File: src/rtl/ssm_pkg.sv
package ssm_pkg;

    // Default line buffer capacity in bytes.
    localparam int LINE_CAP_DEF = 32;

    // Configuration port geometry and register indexes.
    localparam int REG_AW = 5;
    localparam int REG_DW = 32;
    localparam logic [2:0] REG_TIMEOUT     = 3'd0;
    localparam logic [2:0] REG_CLEAN_SOL   = 3'd1;
    localparam logic [2:0] REG_CLEAN_TOTAL = 3'd2;
    localparam logic [2:0] REG_WATER_HOLD  = 3'd3;
    localparam logic [2:0] REG_BLINK       = 3'd4;
    localparam logic [2:0] REG_YELLOW      = 3'd5;
    localparam logic [2:0] REG_RED         = 3'd6;

    // Register reset values.
    localparam logic [15:0] TIMEOUT_RST     = 16'd30000;
    localparam logic [15:0] CLEAN_SOL_RST   = 16'd3000;
    localparam logic [15:0] CLEAN_TOTAL_RST = 16'd5000;
    localparam logic [15:0] WATER_HOLD_RST  = 16'd3000;
    localparam logic [7:0]  BLINK_RST       = 8'd125;
    localparam logic [6:0]  YELLOW_RST      = 7'd50;
    localparam logic [6:0]  RED_RST         = 7'd90;

    // Segment patterns, bit 0 is segment a.
    localparam logic [6:0] SEG_DASH = 7'h40;
    localparam logic [6:0] SEG_C    = 7'h39;
    localparam logic [6:0] SEG_L    = 7'h38;
    localparam logic [6:0] SEG_E    = 7'h79;
    localparam logic [6:0] SEG_N    = 7'h54;
    localparam logic [6:0] SEG_ZERO = 7'h3F;

    // Character codes used by the line parser.
    localparam logic [7:0] CH_NUL   = 8'h00;
    localparam logic [7:0] CH_TAB   = 8'h09;
    localparam logic [7:0] CH_LF    = 8'h0A;
    localparam logic [7:0] CH_VT    = 8'h0B;
    localparam logic [7:0] CH_FF    = 8'h0C;
    localparam logic [7:0] CH_CR    = 8'h0D;
    localparam logic [7:0] CH_SP    = 8'h20;
    localparam logic [7:0] CH_PLUS  = 8'h2B;
    localparam logic [7:0] CH_MINUS = 8'h2D;
    localparam logic [7:0] CH_0     = 8'h30;
    localparam logic [7:0] CH_9     = 8'h39;

    // Command keywords, first character in the top byte.
    localparam logic [47:0] KW_PILLS = "PILLS:";
    localparam logic [71:0] KW_PROG  = "PROGRESS:";
    localparam logic [63:0] KW_WATER = "WATER:HI";
    localparam int KW_PILLS_LEN = 6;
    localparam int KW_PROG_LEN  = 9;
    localparam int KW_WATER_LEN = 8;

    // Candidate keyword bits.
    localparam int CAND_PILLS = 0;
    localparam int CAND_PROG  = 1;
    localparam int CAND_WATER = 2;

    // Number limits.
    localparam logic [9:0] NUM_MAX   = 10'd1023;
    localparam logic [9:0] PILLS_MAX = 10'd999;
    localparam logic [9:0] PROG_MAX  = 10'd100;
    localparam logic [6:0] PROG_FULL = 7'd100;

    // Status lamp codes.
    localparam logic [2:0] LAMP_OFF    = 3'b000;
    localparam logic [2:0] LAMP_GREEN  = 3'b001;
    localparam logic [2:0] LAMP_YELLOW = 3'b010;
    localparam logic [2:0] LAMP_RED    = 3'b100;

    typedef enum logic [2:0] {
        MODE_RUN     = 3'b001,
        MODE_CLEAN   = 3'b010,
        MODE_TIMEOUT = 3'b100
    } run_mode_t;

    typedef struct packed {
        logic [15:0] timeout_ms;
        logic [15:0] clean_solenoid_ms;
        logic [15:0] clean_total_ms;
        logic [15:0] water_hold_ms;
        logic [7:0]  blink_ticks;
        logic [6:0]  yellow_from;
        logic [6:0]  red_from;
    } cfg_t;

    // Command decoded at the end of a line.
    typedef struct packed {
        logic       set_pills;
        logic       set_prog;
        logic       set_water;
        logic [9:0] value;
    } line_cmd_t;

    typedef struct packed {
        logic [6:0] seg0;
        logic [6:0] seg1;
        logic [6:0] seg2;
        logic [6:0] seg3;
        logic [2:0] lamps;
        logic       blue;
        logic       solenoid;
        logic       packaging;
        logic       send_reset;
    } result_t;

    // Keyword characters by position; zero past the end of the keyword.
    function automatic logic [7:0] pills_char(input logic [3:0] idx);
        logic [7:0] c;
        c = CH_NUL;
        if (int'(idx) < KW_PILLS_LEN) begin
            c = KW_PILLS[8*(KW_PILLS_LEN-1-int'(idx)) +: 8];
        end
        return c;
    endfunction

    function automatic logic [7:0] prog_char(input logic [3:0] idx);
        logic [7:0] c;
        c = CH_NUL;
        if (int'(idx) < KW_PROG_LEN) begin
            c = KW_PROG[8*(KW_PROG_LEN-1-int'(idx)) +: 8];
        end
        return c;
    endfunction

    function automatic logic [7:0] water_char(input logic [3:0] idx);
        logic [7:0] c;
        c = CH_NUL;
        if (int'(idx) < KW_WATER_LEN) begin
            c = KW_WATER[8*(KW_WATER_LEN-1-int'(idx)) +: 8];
        end
        return c;
    endfunction

    function automatic logic [6:0] seg_of_digit(input logic [3:0] d);
        logic [6:0] s;
        case (d)
            4'd0:    s = 7'h3F;
            4'd1:    s = 7'h06;
            4'd2:    s = 7'h5B;
            4'd3:    s = 7'h4F;
            4'd4:    s = 7'h66;
            4'd5:    s = 7'h6D;
            4'd6:    s = 7'h7D;
            4'd7:    s = 7'h07;
            4'd8:    s = 7'h7F;
            4'd9:    s = 7'h6F;
            default: s = 7'h00;
        endcase
        return s;
    endfunction

    // Quotient by 100 for values up to 999, by reciprocal 41/4096.
    function automatic logic [3:0] div100(input logic [9:0] v);
        logic [15:0] prod;
        prod = 16'(v) * 16'd41;
        return prod[15:12];
    endfunction

    // Two digit segment pair for 0..99, tens in the upper half.
    function automatic logic [13:0] seg_pair(input logic [6:0] r);
        logic [14:0] prod;
        logic [3:0]  tens;
        logic [6:0]  ones;
        prod = 15'(r) * 15'd205;
        tens = prod[14:11];
        ones = r - 7'(tens) * 7'd10;
        return {seg_of_digit(tens), seg_of_digit(ones[3:0])};
    endfunction

endpackage

File: src/rtl/serial_status_monitor_controller_core.sv
// Serial status monitor and controller.
// Input channel (s_valid/s_ready): one request per event, s_mode 0 for a received
// UART byte in s_rx_byte, s_mode 1 for a one millisecond tick. Result channel
// (m_valid/m_ready): exactly one result per request, in order, carrying the four
// seven-segment digits, the status lamps, the blue blink level, the solenoid and
// packaging drives and a one-result send_reset pulse when a clean sequence starts.
// Throughput is one request per cycle while the receiver keeps up. A request is
// taken into an input register and processed into the result register once that
// register is free or draining. The input register keeps accepting while a
// result waits; when the receiver stalls, the result holds, the input register
// fills and s_ready falls until m_ready returns.
// The APB port holds the timing and threshold registers at byte address 4*i;
// write them only while no request is in flight.
// Reset (aresetn low, synchronous) empties both registers, loads the register
// defaults, returns the controller to run mode with all counters cleared and
// restarts line parsing.
module serial_status_monitor_controller_core
    import ssm_pkg::*;
#(
    parameter int LINE_CAP = LINE_CAP_DEF
)(
    input  logic              aclk,
    input  logic              aresetn,
    input  logic              s_valid,
    output logic              s_ready,
    input  logic              s_mode,
    input  logic [7:0]        s_rx_byte,
    output logic              m_valid,
    input  logic              m_ready,
    output logic [6:0]        m_seg_digit0,
    output logic [6:0]        m_seg_digit1,
    output logic [6:0]        m_seg_digit2,
    output logic [6:0]        m_seg_digit3,
    output logic              m_led_green,
    output logic              m_led_yellow,
    output logic              m_led_red,
    output logic              m_led_blue,
    output logic              m_solenoid,
    output logic              m_packaging,
    output logic              m_send_reset,
    input  logic              psel,
    input  logic              penable,
    input  logic              pwrite,
    input  logic [REG_AW-1:0] paddr,
    input  logic [REG_DW-1:0] pwdata,
    output logic [REG_DW-1:0] prdata,
    output logic              pready
);

    logic       in_valid_reg;
    logic       in_mode_reg;
    logic [7:0] in_byte_reg;
    logic       out_valid_reg;
    result_t    out_reg;

    logic       fire;
    logic       byte_fire;
    cfg_t       cfg;
    line_cmd_t  cmd;
    result_t    res;

    // Advance when a request waits and the result register is free or draining.
    assign fire      = in_valid_reg && (!out_valid_reg || m_ready);
    assign byte_fire = fire && !in_mode_reg;
    assign s_ready   = !in_valid_reg || fire;

    ssm_apb_regs u_regs (
        .aclk    (aclk),
        .aresetn (aresetn),
        .psel    (psel),
        .penable (penable),
        .pwrite  (pwrite),
        .paddr   (paddr),
        .pwdata  (pwdata),
        .prdata  (prdata),
        .pready  (pready),
        .cfg     (cfg)
    );

    ssm_line_parser #(
        .LINE_CAP (LINE_CAP)
    ) u_parser (
        .aclk      (aclk),
        .aresetn   (aresetn),
        .byte_fire (byte_fire),
        .rx_byte   (in_byte_reg),
        .cmd       (cmd)
    );

    ssm_mode_ctrl u_ctrl (
        .aclk    (aclk),
        .aresetn (aresetn),
        .ev_fire (fire),
        .ev_tick (in_mode_reg),
        .cfg     (cfg),
        .cmd     (cmd),
        .res     (res)
    );

    // Input register.
    always_ff @(posedge aclk) begin
        if (!aresetn) begin
            in_valid_reg <= 1'b0;
        end else if (s_ready) begin
            in_valid_reg <= s_valid;
        end
    end

    always_ff @(posedge aclk) begin
        if (s_valid && s_ready) begin
            in_mode_reg <= s_mode;
            in_byte_reg <= s_rx_byte;
        end
    end

    // Result register.
    always_ff @(posedge aclk) begin
        if (!aresetn) begin
            out_valid_reg <= 1'b0;
        end else if (fire) begin
            out_valid_reg <= 1'b1;
        end else if (m_ready) begin
            out_valid_reg <= 1'b0;
        end
    end

    always_ff @(posedge aclk) begin
        if (fire) begin
            out_reg <= res;
        end
    end

    assign m_valid      = out_valid_reg;
    assign m_seg_digit0 = out_reg.seg0;
    assign m_seg_digit1 = out_reg.seg1;
    assign m_seg_digit2 = out_reg.seg2;
    assign m_seg_digit3 = out_reg.seg3;
    assign m_led_green  = out_reg.lamps[0];
    assign m_led_yellow = out_reg.lamps[1];
    assign m_led_red    = out_reg.lamps[2];
    assign m_led_blue   = out_reg.blue;
    assign m_solenoid   = out_reg.solenoid;
    assign m_packaging  = out_reg.packaging;
    assign m_send_reset = out_reg.send_reset;

endmodule

File: src/rtl/ssm_apb_regs.sv
module ssm_apb_regs
    import ssm_pkg::*;
(
    input  logic              aclk,
    input  logic              aresetn,
    input  logic              psel,
    input  logic              penable,
    input  logic              pwrite,
    input  logic [REG_AW-1:0] paddr,
    input  logic [REG_DW-1:0] pwdata,
    output logic [REG_DW-1:0] prdata,
    output logic              pready,
    output cfg_t              cfg
);

    cfg_t       cfg_reg;
    logic [2:0] reg_idx;
    logic       wr_en;

    assign reg_idx = paddr[REG_AW-1:2];
    assign wr_en   = psel && penable && pwrite;
    assign pready  = 1'b1;
    assign cfg     = cfg_reg;

    // Register writes on the access cycle.
    always_ff @(posedge aclk) begin
        if (!aresetn) begin
            cfg_reg.timeout_ms        <= TIMEOUT_RST;
            cfg_reg.clean_solenoid_ms <= CLEAN_SOL_RST;
            cfg_reg.clean_total_ms    <= CLEAN_TOTAL_RST;
            cfg_reg.water_hold_ms     <= WATER_HOLD_RST;
            cfg_reg.blink_ticks       <= BLINK_RST;
            cfg_reg.yellow_from       <= YELLOW_RST;
            cfg_reg.red_from          <= RED_RST;
        end else if (wr_en) begin
            case (reg_idx)
                REG_TIMEOUT:     cfg_reg.timeout_ms        <= pwdata[15:0];
                REG_CLEAN_SOL:   cfg_reg.clean_solenoid_ms <= pwdata[15:0];
                REG_CLEAN_TOTAL: cfg_reg.clean_total_ms    <= pwdata[15:0];
                REG_WATER_HOLD:  cfg_reg.water_hold_ms     <= pwdata[15:0];
                REG_BLINK:       cfg_reg.blink_ticks       <= pwdata[7:0];
                REG_YELLOW:      cfg_reg.yellow_from       <= pwdata[6:0];
                REG_RED:         cfg_reg.red_from          <= pwdata[6:0];
                default: begin
                end
            endcase
        end
    end

    // Read mux.
    always_comb begin
        case (reg_idx)
            REG_TIMEOUT:     prdata = REG_DW'(cfg_reg.timeout_ms);
            REG_CLEAN_SOL:   prdata = REG_DW'(cfg_reg.clean_solenoid_ms);
            REG_CLEAN_TOTAL: prdata = REG_DW'(cfg_reg.clean_total_ms);
            REG_WATER_HOLD:  prdata = REG_DW'(cfg_reg.water_hold_ms);
            REG_BLINK:       prdata = REG_DW'(cfg_reg.blink_ticks);
            REG_YELLOW:      prdata = REG_DW'(cfg_reg.yellow_from);
            REG_RED:         prdata = REG_DW'(cfg_reg.red_from);
            default:         prdata = '0;
        endcase
    end

endmodule

File: src/rtl/ssm_line_parser.sv
module ssm_line_parser
    import ssm_pkg::*;
#(
    parameter int LINE_CAP = LINE_CAP_DEF
)(
    input  logic       aclk,
    input  logic       aresetn,
    input  logic       byte_fire,
    input  logic [7:0] rx_byte,
    output line_cmd_t  cmd
);

    localparam int LW = $clog2(LINE_CAP);
    localparam logic [LW-1:0] LEN_LAST  = LW'(LINE_CAP - 1);
    localparam logic [LW-1:0] LEN_PILLS = LW'(KW_PILLS_LEN);
    localparam logic [LW-1:0] LEN_PROG  = LW'(KW_PROG_LEN);
    localparam logic [LW-1:0] LEN_WATER = LW'(KW_WATER_LEN);

    logic [LW-1:0] len_reg, len_next;
    logic [2:0]    alive_reg, alive_next;
    logic [9:0]    num_reg, num_next;
    logic          neg_reg, neg_next;
    logic          started_reg, started_next;
    logic          closed_reg, closed_next;

    logic [2:0]  feed_alive;
    logic [9:0]  feed_num;
    logic        feed_neg, feed_started, feed_closed;
    logic        num_take, is_space, is_sign, is_digit;
    logic [13:0] digit_sum;
    logic        p_hit, g_hit, w_hit, num_ok;

    assign is_space = (rx_byte == CH_SP) || (rx_byte == CH_TAB) ||
                      (rx_byte == CH_VT) || (rx_byte == CH_FF);
    assign is_sign  = (rx_byte == CH_PLUS) || (rx_byte == CH_MINUS);
    assign is_digit = (rx_byte >= CH_0) && (rx_byte <= CH_9);
    assign digit_sum = 14'(num_reg) * 14'd10 + 14'(rx_byte - CH_0);

    // Feed one byte: prune keyword candidates, then step the number scanner.
    always_comb begin
        feed_alive   = alive_reg;
        feed_num     = num_reg;
        feed_neg     = neg_reg;
        feed_started = started_reg;
        feed_closed  = closed_reg;
        if (alive_reg[CAND_PILLS] && len_reg < LEN_PILLS &&
            rx_byte != pills_char(len_reg[3:0])) begin
            feed_alive[CAND_PILLS] = 1'b0;
        end
        if (alive_reg[CAND_PROG] && len_reg < LEN_PROG &&
            rx_byte != prog_char(len_reg[3:0])) begin
            feed_alive[CAND_PROG] = 1'b0;
        end
        if (alive_reg[CAND_WATER] && len_reg < LEN_WATER &&
            rx_byte != water_char(len_reg[3:0])) begin
            feed_alive[CAND_WATER] = 1'b0;
        end
        // Anything but a terminating zero after WATER:HI spoils the match.
        if (feed_alive[CAND_WATER] && len_reg >= LEN_WATER && rx_byte != CH_NUL) begin
            feed_alive[CAND_WATER] = 1'b0;
        end
        num_take = (feed_alive[CAND_PILLS] && len_reg >= LEN_PILLS) ||
                   (feed_alive[CAND_PROG] && len_reg >= LEN_PROG);
        if (num_take) begin
            if (!started_reg && is_space) begin
                feed_started = started_reg;
            end else if (!started_reg && is_sign) begin
                feed_started = 1'b1;
                feed_neg     = (rx_byte == CH_MINUS) ? 1'b1 : neg_reg;
            end else if (is_digit) begin
                feed_started = 1'b1;
                feed_num     = (digit_sum > 14'(NUM_MAX)) ? NUM_MAX : digit_sum[9:0];
            end else begin
                feed_closed = 1'b1;
            end
        end
        if (rx_byte == CH_NUL) begin
            feed_closed = 1'b1;
        end
    end

    // Line bookkeeping for one accepted byte.
    always_comb begin
        len_next     = len_reg;
        alive_next   = alive_reg;
        num_next     = num_reg;
        neg_next     = neg_reg;
        started_next = started_reg;
        closed_next  = closed_reg;
        if (byte_fire && rx_byte != CH_CR) begin
            if (rx_byte == CH_LF || len_reg >= LEN_LAST) begin
                len_next     = '0;
                alive_next   = 3'b111;
                num_next     = '0;
                neg_next     = 1'b0;
                started_next = 1'b0;
                closed_next  = 1'b0;
            end else begin
                if (!closed_reg) begin
                    alive_next   = feed_alive;
                    num_next     = feed_num;
                    neg_next     = feed_neg;
                    started_next = feed_started;
                    closed_next  = feed_closed;
                end
                len_next = len_reg + LW'(1);
            end
        end
    end

    // Decode the finished line on a line feed.
    assign num_ok = !neg_reg || (num_reg == '0);
    assign p_hit  = alive_reg[CAND_PILLS] && (len_reg >= LEN_PILLS);
    assign g_hit  = alive_reg[CAND_PROG] && (len_reg >= LEN_PROG);
    assign w_hit  = alive_reg[CAND_WATER] && (len_reg >= LEN_WATER);

    always_comb begin
        cmd.set_pills = 1'b0;
        cmd.set_prog  = 1'b0;
        cmd.set_water = 1'b0;
        cmd.value     = num_reg;
        if (byte_fire && rx_byte == CH_LF) begin
            if (p_hit) begin
                cmd.set_pills = num_ok && (num_reg <= PILLS_MAX);
            end else if (g_hit) begin
                cmd.set_prog = num_ok && (num_reg <= PROG_MAX);
            end else begin
                cmd.set_water = w_hit;
            end
        end
    end

    always_ff @(posedge aclk) begin
        if (!aresetn) begin
            len_reg     <= '0;
            alive_reg   <= 3'b111;
            num_reg     <= '0;
            neg_reg     <= 1'b0;
            started_reg <= 1'b0;
            closed_reg  <= 1'b0;
        end else begin
            len_reg     <= len_next;
            alive_reg   <= alive_next;
            num_reg     <= num_next;
            neg_reg     <= neg_next;
            started_reg <= started_next;
            closed_reg  <= closed_next;
        end
    end

endmodule

File: src/rtl/ssm_mode_ctrl.sv
module ssm_mode_ctrl
    import ssm_pkg::*;
(
    input  logic      aclk,
    input  logic      aresetn,
    input  logic      ev_fire,
    input  logic      ev_tick,
    input  cfg_t      cfg,
    input  line_cmd_t cmd,
    output result_t   res
);

    run_mode_t   mode_reg, mode_next;
    logic [9:0]  pills_reg, pills_next;
    logic [6:0]  prog_reg, prog_next;
    logic [15:0] idle_reg, idle_next;
    logic [15:0] elapsed_reg, elapsed_next;
    logic [15:0] water_reg, water_next;
    logic [7:0]  blink_reg, blink_next;
    logic        blue_reg, blue_next;
    logic [2:0]  lamps_reg, lamps_next;
    logic [1:0]  drive_reg, drive_next;

    logic        timed_out;
    logic [3:0]  p_hund;
    logic [6:0]  p_rem, g_rem;
    logic [13:0] p_segs, g_segs;

    // Counters and line commands first, then the mode decision on the new values.
    always_comb begin
        mode_next    = mode_reg;
        pills_next   = pills_reg;
        prog_next    = prog_reg;
        idle_next    = idle_reg;
        elapsed_next = elapsed_reg;
        water_next   = water_reg;
        blink_next   = blink_reg;
        blue_next    = blue_reg;
        lamps_next   = lamps_reg;
        drive_next   = drive_reg;
        res.seg0       = SEG_DASH;
        res.seg1       = SEG_DASH;
        res.seg2       = SEG_DASH;
        res.seg3       = SEG_DASH;
        res.send_reset = 1'b0;
        p_hund = '0;
        p_rem  = '0;
        g_rem  = '0;
        p_segs = '0;
        g_segs = '0;

        if (ev_tick) begin
            if (idle_reg != 16'hFFFF) begin
                idle_next = idle_reg + 16'd1;
            end
            if (mode_reg == MODE_CLEAN && elapsed_reg != 16'hFFFF) begin
                elapsed_next = elapsed_reg + 16'd1;
            end
            if (water_reg != '0) begin
                water_next = water_reg - 16'd1;
            end
            if (blink_reg >= cfg.blink_ticks) begin
                blue_next  = ~blue_reg;
                blink_next = '0;
            end else begin
                blink_next = blink_reg + 8'd1;
            end
        end else begin
            idle_next = '0;
            if (cmd.set_pills) begin
                pills_next = cmd.value;
            end
            if (cmd.set_prog) begin
                prog_next = cmd.value[6:0];
            end
            if (cmd.set_water) begin
                water_next = cfg.water_hold_ms;
            end
        end

        timed_out = idle_next > cfg.timeout_ms;

        if (timed_out || mode_reg == MODE_TIMEOUT) begin
            // Dashes and red; a byte that ends the silence still shows this once.
            lamps_next = LAMP_RED;
            mode_next  = timed_out ? MODE_TIMEOUT : MODE_RUN;
        end else begin
            case (mode_reg)
                MODE_CLEAN: begin
                    drive_next = {elapsed_next < cfg.clean_total_ms,
                                  elapsed_next < cfg.clean_solenoid_ms};
                    res.seg0   = SEG_C;
                    res.seg1   = SEG_L;
                    res.seg2   = SEG_E;
                    res.seg3   = SEG_N;
                    lamps_next = LAMP_OFF;
                    if (elapsed_next >= cfg.clean_total_ms) begin
                        mode_next  = MODE_RUN;
                        pills_next = '0;
                        prog_next  = '0;
                        drive_next = '0;
                        lamps_next = LAMP_GREEN;
                        res.seg0   = SEG_ZERO;
                        res.seg1   = SEG_ZERO;
                        res.seg2   = SEG_ZERO;
                        res.seg3   = SEG_ZERO;
                    end
                end
                default: begin
                    // Run display: last two digits of pills and of progress.
                    p_hund = div100(pills_next);
                    p_rem  = 7'(pills_next - 10'(p_hund) * 10'd100);
                    g_rem  = (prog_next >= PROG_FULL) ? prog_next - PROG_FULL : prog_next;
                    p_segs = seg_pair(p_rem);
                    g_segs = seg_pair(g_rem);
                    res.seg0 = p_segs[13:7];
                    res.seg1 = p_segs[6:0];
                    res.seg2 = g_segs[13:7];
                    res.seg3 = g_segs[6:0];
                    if (prog_next < cfg.yellow_from) begin
                        lamps_next = LAMP_GREEN;
                    end else if (prog_next < cfg.red_from) begin
                        lamps_next = LAMP_YELLOW;
                    end else if (prog_next < PROG_FULL) begin
                        lamps_next = LAMP_RED;
                    end
                    if (prog_next >= PROG_FULL) begin
                        mode_next      = MODE_CLEAN;
                        elapsed_next   = '0;
                        res.send_reset = 1'b1;
                    end
                end
            endcase
        end

        res.lamps     = lamps_next;
        res.blue      = blue_next;
        res.solenoid  = drive_next[0] || (water_next != '0);
        res.packaging = drive_next[1];
    end

    always_ff @(posedge aclk) begin
        if (!aresetn) begin
            mode_reg    <= MODE_RUN;
            pills_reg   <= '0;
            prog_reg    <= '0;
            idle_reg    <= '0;
            elapsed_reg <= '0;
            water_reg   <= '0;
            blink_reg   <= '0;
            blue_reg    <= 1'b0;
            lamps_reg   <= LAMP_OFF;
            drive_reg   <= '0;
        end else if (ev_fire) begin
            mode_reg    <= mode_next;
            pills_reg   <= pills_next;
            prog_reg    <= prog_next;
            idle_reg    <= idle_next;
            elapsed_reg <= elapsed_next;
            water_reg   <= water_next;
            blink_reg   <= blink_next;
            blue_reg    <= blue_next;
            lamps_reg   <= lamps_next;
            drive_reg   <= drive_next;
        end
    end

endmodule

File: config.mk
export PLATFORM = sky130hd
export DESIGN_NAME = serial_status_monitor_controller_core
export DESIGN_NICKNAME = d
export VERILOG_FILES = /design/src/rtl/ssm_pkg.sv /design/src/rtl/serial_status_monitor_controller_core.sv /design/src/rtl/ssm_apb_regs.sv /design/src/rtl/ssm_line_parser.sv /design/src/rtl/ssm_mode_ctrl.sv
export SDC_FILE = /design/constraint.sdc
export NUM_CORES = 1
export LEC_CHECK = 0
export BUFFER_PORTS_ARGS = -buffer_cell sky130_fd_sc_hd__buf_2
export CORE_ASPECT_RATIO = 0.75
export CORE_MARGIN = 10
export CORE_UTILIZATION = 28
export DETAILED_ROUTE_END_ITERATION = 10
export GPL_ROUTABILITY_DRIVEN = 0
export PLACE_DENSITY = 0.45
export SLEW_MARGIN = 20
export SYNTH_ARGS = -nofsm -noshare
export SYNTH_HDL_FRONTEND = slang
export SYNTH_SLANG_ARGS = --single-unit
File: constraint.sdc
create_clock -name aclk -period 17.1 [get_ports aclk]
set_clock_uncertainty 0.15 [all_clocks]
set_input_delay 1.71 -clock aclk [delete_from_list [all_inputs] [get_ports aclk]]
set_output_delay 1.71 -clock aclk [all_outputs]
set_load 0.02 [all_outputs]
==> impl_metrics.ini, run 1 <==
[cells_and_area]
register_area_um2 = 5145
n_antenna_cell = 0
syn_to_final_growth_pct = 11.80
final_nets = 2614
drive_gt1_frac = 0.09318
multi_input_area_um2 = 12400
layout_commonest_cell = nand2_1
fillers = 6956
most-common-layout-cells = 291 x nand2_1, 241 x ha_1, 191 x dfxtp_1
largest_reg_flops = 86

[clock_tree]
postCtsSetupRepairBufs = 0
cts_tree = done
cts_root_buf = clkbuf_16
postCtsResizedCells = 0
cts_hold_buf = 0
clock_sinks = 235
cts-buffers-inserted = 28
cts_max_level = 1
clk_latency_ns = 0.60
clk_pin_slew_ns = 0.07
cts.path.max_buffers = 3

[grt]
antenna_found_initial = 2
grtUsageMet3 = 0.01967
first_global_vias = 15910
grt_use_met2 = 0.2246
overflow = 0
grt_max_degree = 64
track_usage = 0.1406
top_usage_layer = met2
use_met1 = 0.1968
grt_pass1_wl_mm = 90.08

[power]
internal_power_w = 0.0009990
switching_share = 0.2761
clockPowerShare = 0.471
seq_power_share = 0.423
vdd_drop_max_uv = 57.55
p_per_area_nw_per_um2 = 66.04
p_leak_nw = 9.242
switchingPower_w = 0.0003810
combPwrFrac = 0.106

[synthesis]
ys_types = 92
async_reset_ff_frac = 0
synth_flop_cell = dfxtp_1
yosysSeqAreaShare = 0.2753
synthCells = 2271
avgSynthCellArea_um2 = 8.231
syn-cell-area_um2 = 18690
ys_ff_latch = 235
ys_warn_count = 0
synth-edff-count = 44

[worst_setup_path]
arrival_ns = 14.64
r2r_start = in_byte_reg[5]$_DFFE_PP_
reg2reg_slack_ns = 3.06
cp-end-kind = flip-flop
r2r-end = m_seg_digit1[4]$_SDFFCE_PP0N_
worst_path_most_repeated_cell = ha_1
crit_path_top_delay_cell = nor3_1
worstPathRequired_ns = 17.26
max_stage_delay_ns = 0.83
crit_path_max_fanout = 12
critPathKind = in -> reg
start_kind = primary input
rr_worst_depth = 49

[sta]
hold_violations = 0
min_period_ns = 14.48
fmax_mhz = 69.08
finalSetupViolations = 0
rsz0062_at_grt = false
tns_ns = 0
finalCritPeriodShare = 0.8466
worstMarginPinSlew_ns = 1.089
slew_viol_final = 0
relSlewSlack = 0.2682
fin_ws_ns = 2.624

[min_path]
min_to = u_parser.alive_reg[2]$_SDFFE_PN1P_
min_path_type = reg -> reg
worstHoldPathCells = 1
worstHoldStart = u_parser.alive_reg[2]$_SDFFE_PN1P_

[detailed_routing]
drt_first_iter_violations = 1068
first_pass_iters = 5
drt_wl_total_mm = 56.56
ant_nets = 0
vias = 16240
drcViolationCount = 0
vias_per_cell = 5.092
wire_per_inst_um = 17.74

[die]
die_h_um = 243.8
dieWidth_um = 318.3
start_util = 0.2846
io-pin-count = 123
dieArea_um2 = 77600
coreArea_um2 = 65670
rows = 81

[place]
io_buffers = 87
dp_hpwl_mm = 42.09
pre_cts_ws_ns = 1.965

[outcome]
status = complete, no violations

[flow_run]
cap_viol_max_count = 0
[power by group through the flow]
stage	clock (W)	combinational (W)	sequential, W
after detailed placement	0	0.000146	0.000596
after global placement	0	0.000145	0.000595
after CTS	0.000668	0.000147	0.000583
final	0.000650	0.000146	0.000583
after global routing	0.000690	0.000162	0.000585
after floorplan	0	0.000104	0.000592
[layout make-up]
type | count | share of cell area
multi-input combinational | 1744 | 0.5934
sequential | 235 | 0.2462
tap | 871 | 0.05215
clock buffer | 36 | 0.03808
inverter | 179 | 0.03233
timing repair buffer | 109 | 0.02874
clock inverter | 15 | 0.009101
[cell families (layout without fill, tap and decap cells)]
group	Yosys count	after routing	synth area share
other cells	2	17	0.0004018
buf+inv	307	339	0.06593
flops	235	235	0.2753
compound gates	517	517	0.1828
xor+xnor	102	102	0.05027
fa+ha+maj	264	264	0.1860
simple gates	776	776	0.1923
mux	68	68	0.04706
[critical path, delay by kind of cell]
| family | cells | cell delay (ns) |
|---|---|---|
| AND/OR/NAND/NOR | 12 | 4.27 |
| adder cells (fa/ha/maj) | 11 | 3.45 |
| AO/OA/AOI/OAI | 11 | 2.33 |
| XOR/XNOR | 5 | 1.37 |
| multiplexers | 2 | 0.79 |
| buffers and inverters | 7 | 0.69 |
[worst max-delay path by stage]
stage,startpoint,to,depth (start not counted)
after floorplan,m_ready,m_seg_digit1[2]$_SDFFCE_PP0N_,52
after global placement,m_ready,m_seg_digit1[4]$_SDFFCE_PP0N_,48
after detailed placement,m_ready,m_seg_digit1[2]$_SDFFCE_PP0N_,48
after CTS,m_ready,m_seg_digit1[2]$_SDFFCE_PP0N_,48
after global routing,m_ready,m_seg_digit1[2]$_SDFFCE_PP0N_,48
final,m_ready,m_seg_digit1[4]$_SDFFCE_PP0N_,48
[metal layers]
metal | part of all wire | vias up
met5 | 0.00016 | -
met4 | 0.022 | 2
met3 | 0.039 | 69
met2 | 0.44 | 265
met1 | 0.50 | 7800
li1 | - | 8101
[per-stage QoR]
stage	total power [W]	instance area [µm²]	utilization	hold WS, ns	instances
final	0.001380	20900	0.3182	0.2977	3189
after detailed placement	0.0007419	19910	0.3031	0.2870	3138
after floorplan	0.0006963	18750	-	0.2682	2286
after global routing	0.001437	20900	0.3182	0.3200	3189
after CTS	0.001398	20890	0.3181	0.2999	3189
after global placement	0.0007402	19910	0.3031	0.2850	3138
[synthesized netlist by cell type, types with 17 or more instances]
cell,instances,area [µm²]
ha_1,241,3015
fa_1,23,460.4
o21ai_0,56,280.3
mux2i_1,38,380.4
o211ai_1,40,300.3
and3_1,19,118.9
or3_1,25,156.4
nand4_1,28,175.2
nand3_1,86,430.4
a21o_1,46,345.3
dfxtp_1,191,3824
nand2_1,292,1096
edfxtp_1,44,1321
xnor2_1,59,516.8
xor2_1,40,350.3
nor2b_1,24,150.1
clkbuf_1,90,337.8
buf_1,18,67.56
a21oi_1,180,900.9
buf_4,17,127.6
inv_1,176,660.6
a31oi_1,21,131.4
nor3_1,52,260.3
nor2_1,175,656.9
No activity file was read; power rests on OpenSTA's default activity.
==> run 2, diff against run 1 <==
--- a/config.mk
+++ b/config.mk
@@ -11,7 +11,7 @@
 export CORE_UTILIZATION = 28
 export DETAILED_ROUTE_END_ITERATION = 10
 export GPL_ROUTABILITY_DRIVEN = 0
-export PLACE_DENSITY = 0.45
+export PLACE_DENSITY = 0.47
 export SLEW_MARGIN = 20
 export SYNTH_ARGS = -nofsm -noshare
 export SYNTH_HDL_FRONTEND = slang
==> constraint.sdc (replaced) <==
create_clock -name aclk -period 12.8 [get_ports aclk]
set_clock_uncertainty 0.15 [all_clocks]
set_input_delay 1.28 -clock aclk [delete_from_list [all_inputs] [get_ports aclk]]
set_output_delay 1.28 -clock aclk [all_outputs]
set_load 0.02 [all_outputs]
==> run 2 against run 1 <==
Effect of this change: register-to-register slack got worse by 2.2 ns; final cell count increased by 0.78%; hold slack improved by 0.0016 ns; combinational power increased by 38%; die area unchanged; design area increased by 0.83%; clock power increased by 33%; power increased by 33%; utilization increased by 0.26 points; sequential share of layout area decreased by 0.20 points.
==> impl_metrics.ini, run 2 (synthesis results as in run 1) <==
[worst_setup_path]
reg2reg_slack_ns = 0.89
crit_path_top_delay_cell = fa_1
worst_path_most_repeated_cell = ha_1
cp-end-kind = flip-flop
crit_path_max_fanout = 12
worstPathRequired_ns = 12.96
r2r-end = m_seg_digit1[2]$_SDFFCE_PP0N_
max_stage_delay_ns = 0.50
start_kind = flip-flop
arrival_ns = 12.07
r2r_start = in_byte_reg[4]$_DFFE_PP_
critPathKind = reg -> reg
rr_worst_depth = 54

[detailed_routing]
met2_length_mm = 24.99
drcViolationCount = 0
first_pass_iters = 5
vias_per_cell = 5.070
vias = 16300
drt_wl_total_mm = 56.02
wire_per_inst_um = 17.43
dr.max_layer_used = met4
wl_met3_mm = 2.501
ant_nets = 0
drt_first_iter_violations = 1155
wl_met1_mm = 27.43

[grt]
grt_pass1_wl_mm = 89.51
grt_max_degree = 79
track_usage = 0.1385
antenna_found_initial = 0
overflow = 0
first_global_vias = 15970

[die]
coreArea_um2 = 65670
start_util = 0.2846
dieWidth_um = 318.3
die_h_um = 243.8
rows = 81
io-pin-count = 123
dieArea_um2 = 77600

[cells_and_area]
most-common-layout-cells = 291 x nand2_1, 241 x ha_1, 191 x dfxtp_1
drive_gt1_frac = 0.1012
n_antenna_cell = 0
largest_reg_flops = 86
syn_to_final_growth_pct = 12.73
layout_commonest_cell = nand2_1
post-route-cell-area_um2 = 21070
fin_util = 0.3208
final_nets = 2638
fillers = 6882

[sta]
rsz0062_at_grt = false
relSlewSlack = 0.2711
tns_ns = 0
slew_viol_final = 0
finalSetupViolations = 0
fmax_mhz = 83.97
hold_violations = 0
finalCritPeriodShare = 0.9304
worstMarginPinSlew_ns = 1.085
min_period_ns = 11.91

[min_path]
min_to = u_parser.alive_reg[2]$_SDFFE_PN1P_
worstHoldPathCells = 1
min_path_type = reg -> reg
worstHoldStart = u_parser.alive_reg[2]$_SDFFE_PN1P_

[clock_tree]
postCtsSetupRepairBufs = 0
clk_latency_ns = 0.59
cts_root_buf = clkbuf_16
cts_hold_buf = 0
clock_sinks = 235
cts-buffers-inserted = 28
cts_max_level = 1
cts.path.max_buffers = 3
clk_pin_slew_ns = 0.07
postCtsResizedCells = 0
cts_tree = done

[power]
p_leak_nw = 9.356
vdd_drop_max_uv = 114.0
p_per_area_nw_per_um2 = 87.22

[outcome]
status = complete, no violations

[place]
dp_hpwl_mm = 42.02
dpl-instance-area_um2 = 20080
io_buffers = 87

[flow_run]
cap_viol_max_count = 0
[run 2: how the worst max path moves through the flow]
| stage | from | slack, ns | end |
|---|---|---|---|
| after floorplan | m_ready | 0.48 | m_seg_digit1[2]$_SDFFCE_PP0N_ |
| after detailed placement | m_ready | 0.19 | m_seg_digit1[2]$_SDFFCE_PP0N_ |
| after global placement | m_ready | 0.20 | m_seg_digit1[2]$_SDFFCE_PP0N_ |
| after CTS | m_ready | 0.74 | m_seg_digit1[2]$_SDFFCE_PP0N_ |
| final | in_byte_reg[4]$_DFFE_PP_ | 0.89 | m_seg_digit1[2]$_SDFFCE_PP0N_ |
| after global routing | in_byte_reg[4]$_DFFE_PP_ | 0.02 | m_seg_digit1[4]$_SDFFCE_PP0N_ |
[run 2: final cells by class]
class                      instances  area (µm²)  share of cell area
clock buffer                      32       715.7             0.03397
timing repair buffer             133       780.7             0.03705
multi-input combinational       1744       12420              0.5893
tap                              871        1090             0.05172
clock inverter                    20       246.5             0.01170
sequential                       235        5145              0.2442
inverter                         179       676.9             0.03213
[run 2: worst max-delay path, delay by kind of cell (launching register included)]
| kind | cells | cell delay [ns] |
|---|---|---|
| AOI/OAI and AO/OA | 14 | 2.54 |
| xor gates and xnor gates | 4 | 0.77 |
| adders and majority gates | 13 | 4.01 |
| buffers and inverters | 11 | 1.14 |
| DFF | 1 | 0.37 |
| muxes | 1 | 0.24 |
| and+or+nand+nor | 11 | 2.39 |
[run 2: power by group]
part	total, W	switching [W]	internal, W
clock network	0.000862	0.000358	0.000503
registers	0.000775	0.0000104	0.000765
logic	0.000201	0.000133	0.0000677
total	0.00184	0.000502	0.00134
[run 2: per-layer routing]
layer	GRT usage	up-vias
met5	0	-
met4	0.02980	0
met3	0.01884	61
met2	0.2205	346
met1	0.1957	7738
li1	-	8151
[run 2: per-stage QoR]
stage	total power (W)	setup slack [ns]	instances	hold WS, ns
after floorplan	0.0009302	0.4829	2286	0.2682
after global placement	0.0009888	0.2035	3161	0.2770
after detailed placement	0.0009905	0.1874	3161	0.2808
after CTS	0.001859	0.7393	3213	0.2994
after global routing	0.001914	0.02430	3214	0.3063
final	0.001838	0.8914	3214	0.2993
==> run 3, diff against run 2 <==
--- a/config.mk
+++ b/config.mk
@@ -5,12 +5,12 @@
 export SDC_FILE = /design/constraint.sdc
 export NUM_CORES = 1
 export LEC_CHECK = 0
-export BUFFER_PORTS_ARGS = -buffer_cell sky130_fd_sc_hd__buf_2
+export BUFFER_PORTS_ARGS = -buffer_cell sky130_fd_sc_hd__buf_4
 export CORE_ASPECT_RATIO = 0.75
 export CORE_MARGIN = 10
 export CORE_UTILIZATION = 28
 export DETAILED_ROUTE_END_ITERATION = 10
-export GPL_ROUTABILITY_DRIVEN = 0
+export GPL_TIMING_DRIVEN = 0
 export PLACE_DENSITY = 0.47
 export SLEW_MARGIN = 20
 export SYNTH_ARGS = -nofsm -noshare
==> run 3 against run 2 <==
Effect of this change: register-to-register slack worse by 0.13 ns; first-iteration DRC count up 21%; sequential share of layout area down 0.76 points; via count up 4.8%; sequential cell count unchanged; power up 3.2%; maximum frequency down 1.1%; critical path depth down 1; count of clock-buffer cells in the layout unchanged; critical path type is now in -> reg; largest cell class unchanged; highest routed layer unchanged.
==> impl_metrics.ini, run 3 (synthesis results as in run 1) <==
[worst_setup_path]
max_stage_delay_ns = 0.51
crit_path_max_fanout = 10
reg2reg_slack_ns = 0.76
rr_worst_depth = 52
worstPathRequired_ns = 12.98
path_delay_family = adder cells
cp-end-kind = flip-flop
arrival_ns = 12.23
worst_path_most_repeated_cell = ha_1
r2r_start = u_parser.num_reg[1]$_SDFFE_PN0P_
r2r-end = m_seg_digit1[2]$_SDFFCE_PP0N_
start_kind = primary input
crit_path_top_delay_cell = fa_1
cp_num_buf_inv = 10
critPathKind = in -> reg

[clock_tree]
cts-buffers-inserted = 30
cts_tree = done
cts.path.max_buffers = 3
clock_sinks = 235
cts_root_buf = clkbuf_16
clk_latency_ns = 0.60
cts_max_level = 1
clk_pin_slew_ns = 0.06

[die]
dieWidth_um = 318.3
io-pin-count = 123
rows = 81
coreArea_um2 = 65670
start_util = 0.2846
dieArea_um2 = 77600
die_h_um = 243.8

[detailed_routing]
wire_per_inst_um = 18.69
ant_nets = 0
vias_per_cell = 5.169
first_pass_iters = 7
drt_wl_total_mm = 61.76
drcViolationCount = 0
drt_first_iter_violations = 1402
vias = 17080

[cells_and_area]
drive_gt1_frac = 0.1003
layout_commonest_cell = nand2_1
largest_reg_flops = 86
fillers = 6933
syn_to_final_growth_pct = 16.37
register_area_um2 = 5146
final_nets = 2726
stdcell_count = 3305
multi_input_area_um2 = 12550
most-common-layout-cells = 292 x nand2_1, 241 x ha_1, 190 x dfxtp_1

[grt]
antenna_found_initial = 1
first_global_vias = 16490
grt_max_degree = 45
grt_pass1_wl_mm = 96.74
track_usage = 0.1531
overflow = 0

[sta]
slew_viol_final = 0
finalCritPeriodShare = 0.9412
finalSetupViolations = 0
hold_violations = 0
rsz0062_at_grt = false
relSlewSlack = 0.2135
fmax_mhz = 83.01
worstMarginPinSlew_ns = 1.171
min_period_ns = 12.05

[power]
vdd_drop_max_uv = 89.05
p_leak_nw = 9.607
p_per_area_nw_per_um2 = 87.19
power.total_w = 0.001897

[flow_run]
cap_viol_max_count = 0

[place]
io_buffers = 85
dp_hpwl_mm = 48.55
gp_congestion = 0.8639
placed_cells = 3242

[min_path]
min_path_type = reg -> reg
worstHoldStart = u_ctrl.pills_reg[5]$_SDFFE_PN0N_
min_to = u_ctrl.pills_reg[5]$_SDFFE_PN0N_
worstHoldPathCells = 2

[outcome]
status = complete, no violations
-- run 3: cell types whose count changed in the layout (fill, tap and decap cells not counted), sizes merged --
cell,before,now
diode,0,1
clkinv,12,19
clkbuf,33,120
clkinvlp,3,0
buf,132,131
-- run 3: area by class of cell --
cell class,instances,area share
inverter,179,0.03089
antenna,1,0.0001150
multi-input combinational,1744,0.5768
tap,871,0.05010
buffer,126,0.02617
clock buffer,32,0.03486
sequential,235,0.2366
timing repair buffer,93,0.03210
clock inverter,24,0.01242
-- run 3: how the worst max path moves through the flow --
stage / to / cells after the start / start / slack [ns]
after CTS: m_seg_digit1[2]$_SDFFCE_PP0N_ / 55 / in_byte_reg[5]$_DFFE_PP_ / 0.004
after global routing: m_seg_digit1[6]$_SDFFCE_PP1N_ / 51 / m_ready / 0.009
after detailed placement: m_seg_digit1[2]$_SDFFCE_PP0N_ / 48 / m_ready / -1.83
after global placement: m_seg_digit1[1]$_SDFFCE_PP0N_ / 48 / m_ready / -1.70
final: m_seg_digit1[2]$_SDFFCE_PP0N_ / 53 / m_ready / 0.75
after floorplan: m_seg_digit1[2]$_SDFFCE_PP0N_ / 52 / m_ready / 0.48
-- run 3: layer usage --
| layer | vias to the layer above | GRT usage | wire (µm) |
|---|---|---|---|
| met2 | 487 | 0.2298 | 25910 |
| li1 | 8346 | - | - |
| met4 | 0 | 0.03996 | 1639 |
| met3 | 80 | 0.02553 | 3561 |
| met5 | - | 0 | 0 |
| met1 | 8170 | 0.2221 | 30650 |
-- run 3: worst register-to-register path, delay by kind of cell (launching register included) --
kind                       cells  cell delay, ns
AOI/OAI and AO/OA             14            2.68
xor gates and xnor gates       4            0.62
adders and majority gates     12            3.84
buffers and inverters          9            0.89
DFF                            1            0.51
muxes                          1            0.32
and+or+nand+nor               12            2.81
-- run 3: timing repair --
item	CTS	global route
hold buffers	0	0
gates resized for setup	19	18
endpoints found under the setup margin	9	13
buffers inserted	2	6
pin swaps	1	3
cloned	0	0
-- run 3: through the flow --
stage | hold WS (ns) | instance area, µm² | util | setup TNS, ns | setup slack [ns]
2_1_floorplan | 0.2682 | 18750 | - | 0 | 0.4829
3_3_place_gp | 0.2778 | 20480 | 0.3118 | -11.58 | -1.704
3_5_place_dp | 0.2842 | 20490 | 0.3121 | -12.87 | -1.827
4_1_cts | 0.3056 | 21640 | 0.3294 | 0 | 0.003841
5_1_grt | 0.3334 | 21750 | 0.3312 | 0 | 0.008848
6_report | 0.3067 | 21750 | 0.3312 | 0 | 0.7531
-- run 3: where the power goes --
| part | switching, W | internal [W] |
|---|---|---|
| Combinational | 0.000141 | 0.0000775 |
| Clock | 0.000369 | 0.000531 |
| Sequential | 0.0000134 | 0.000765 |
| Total | 0.000523 | 0.00137 |
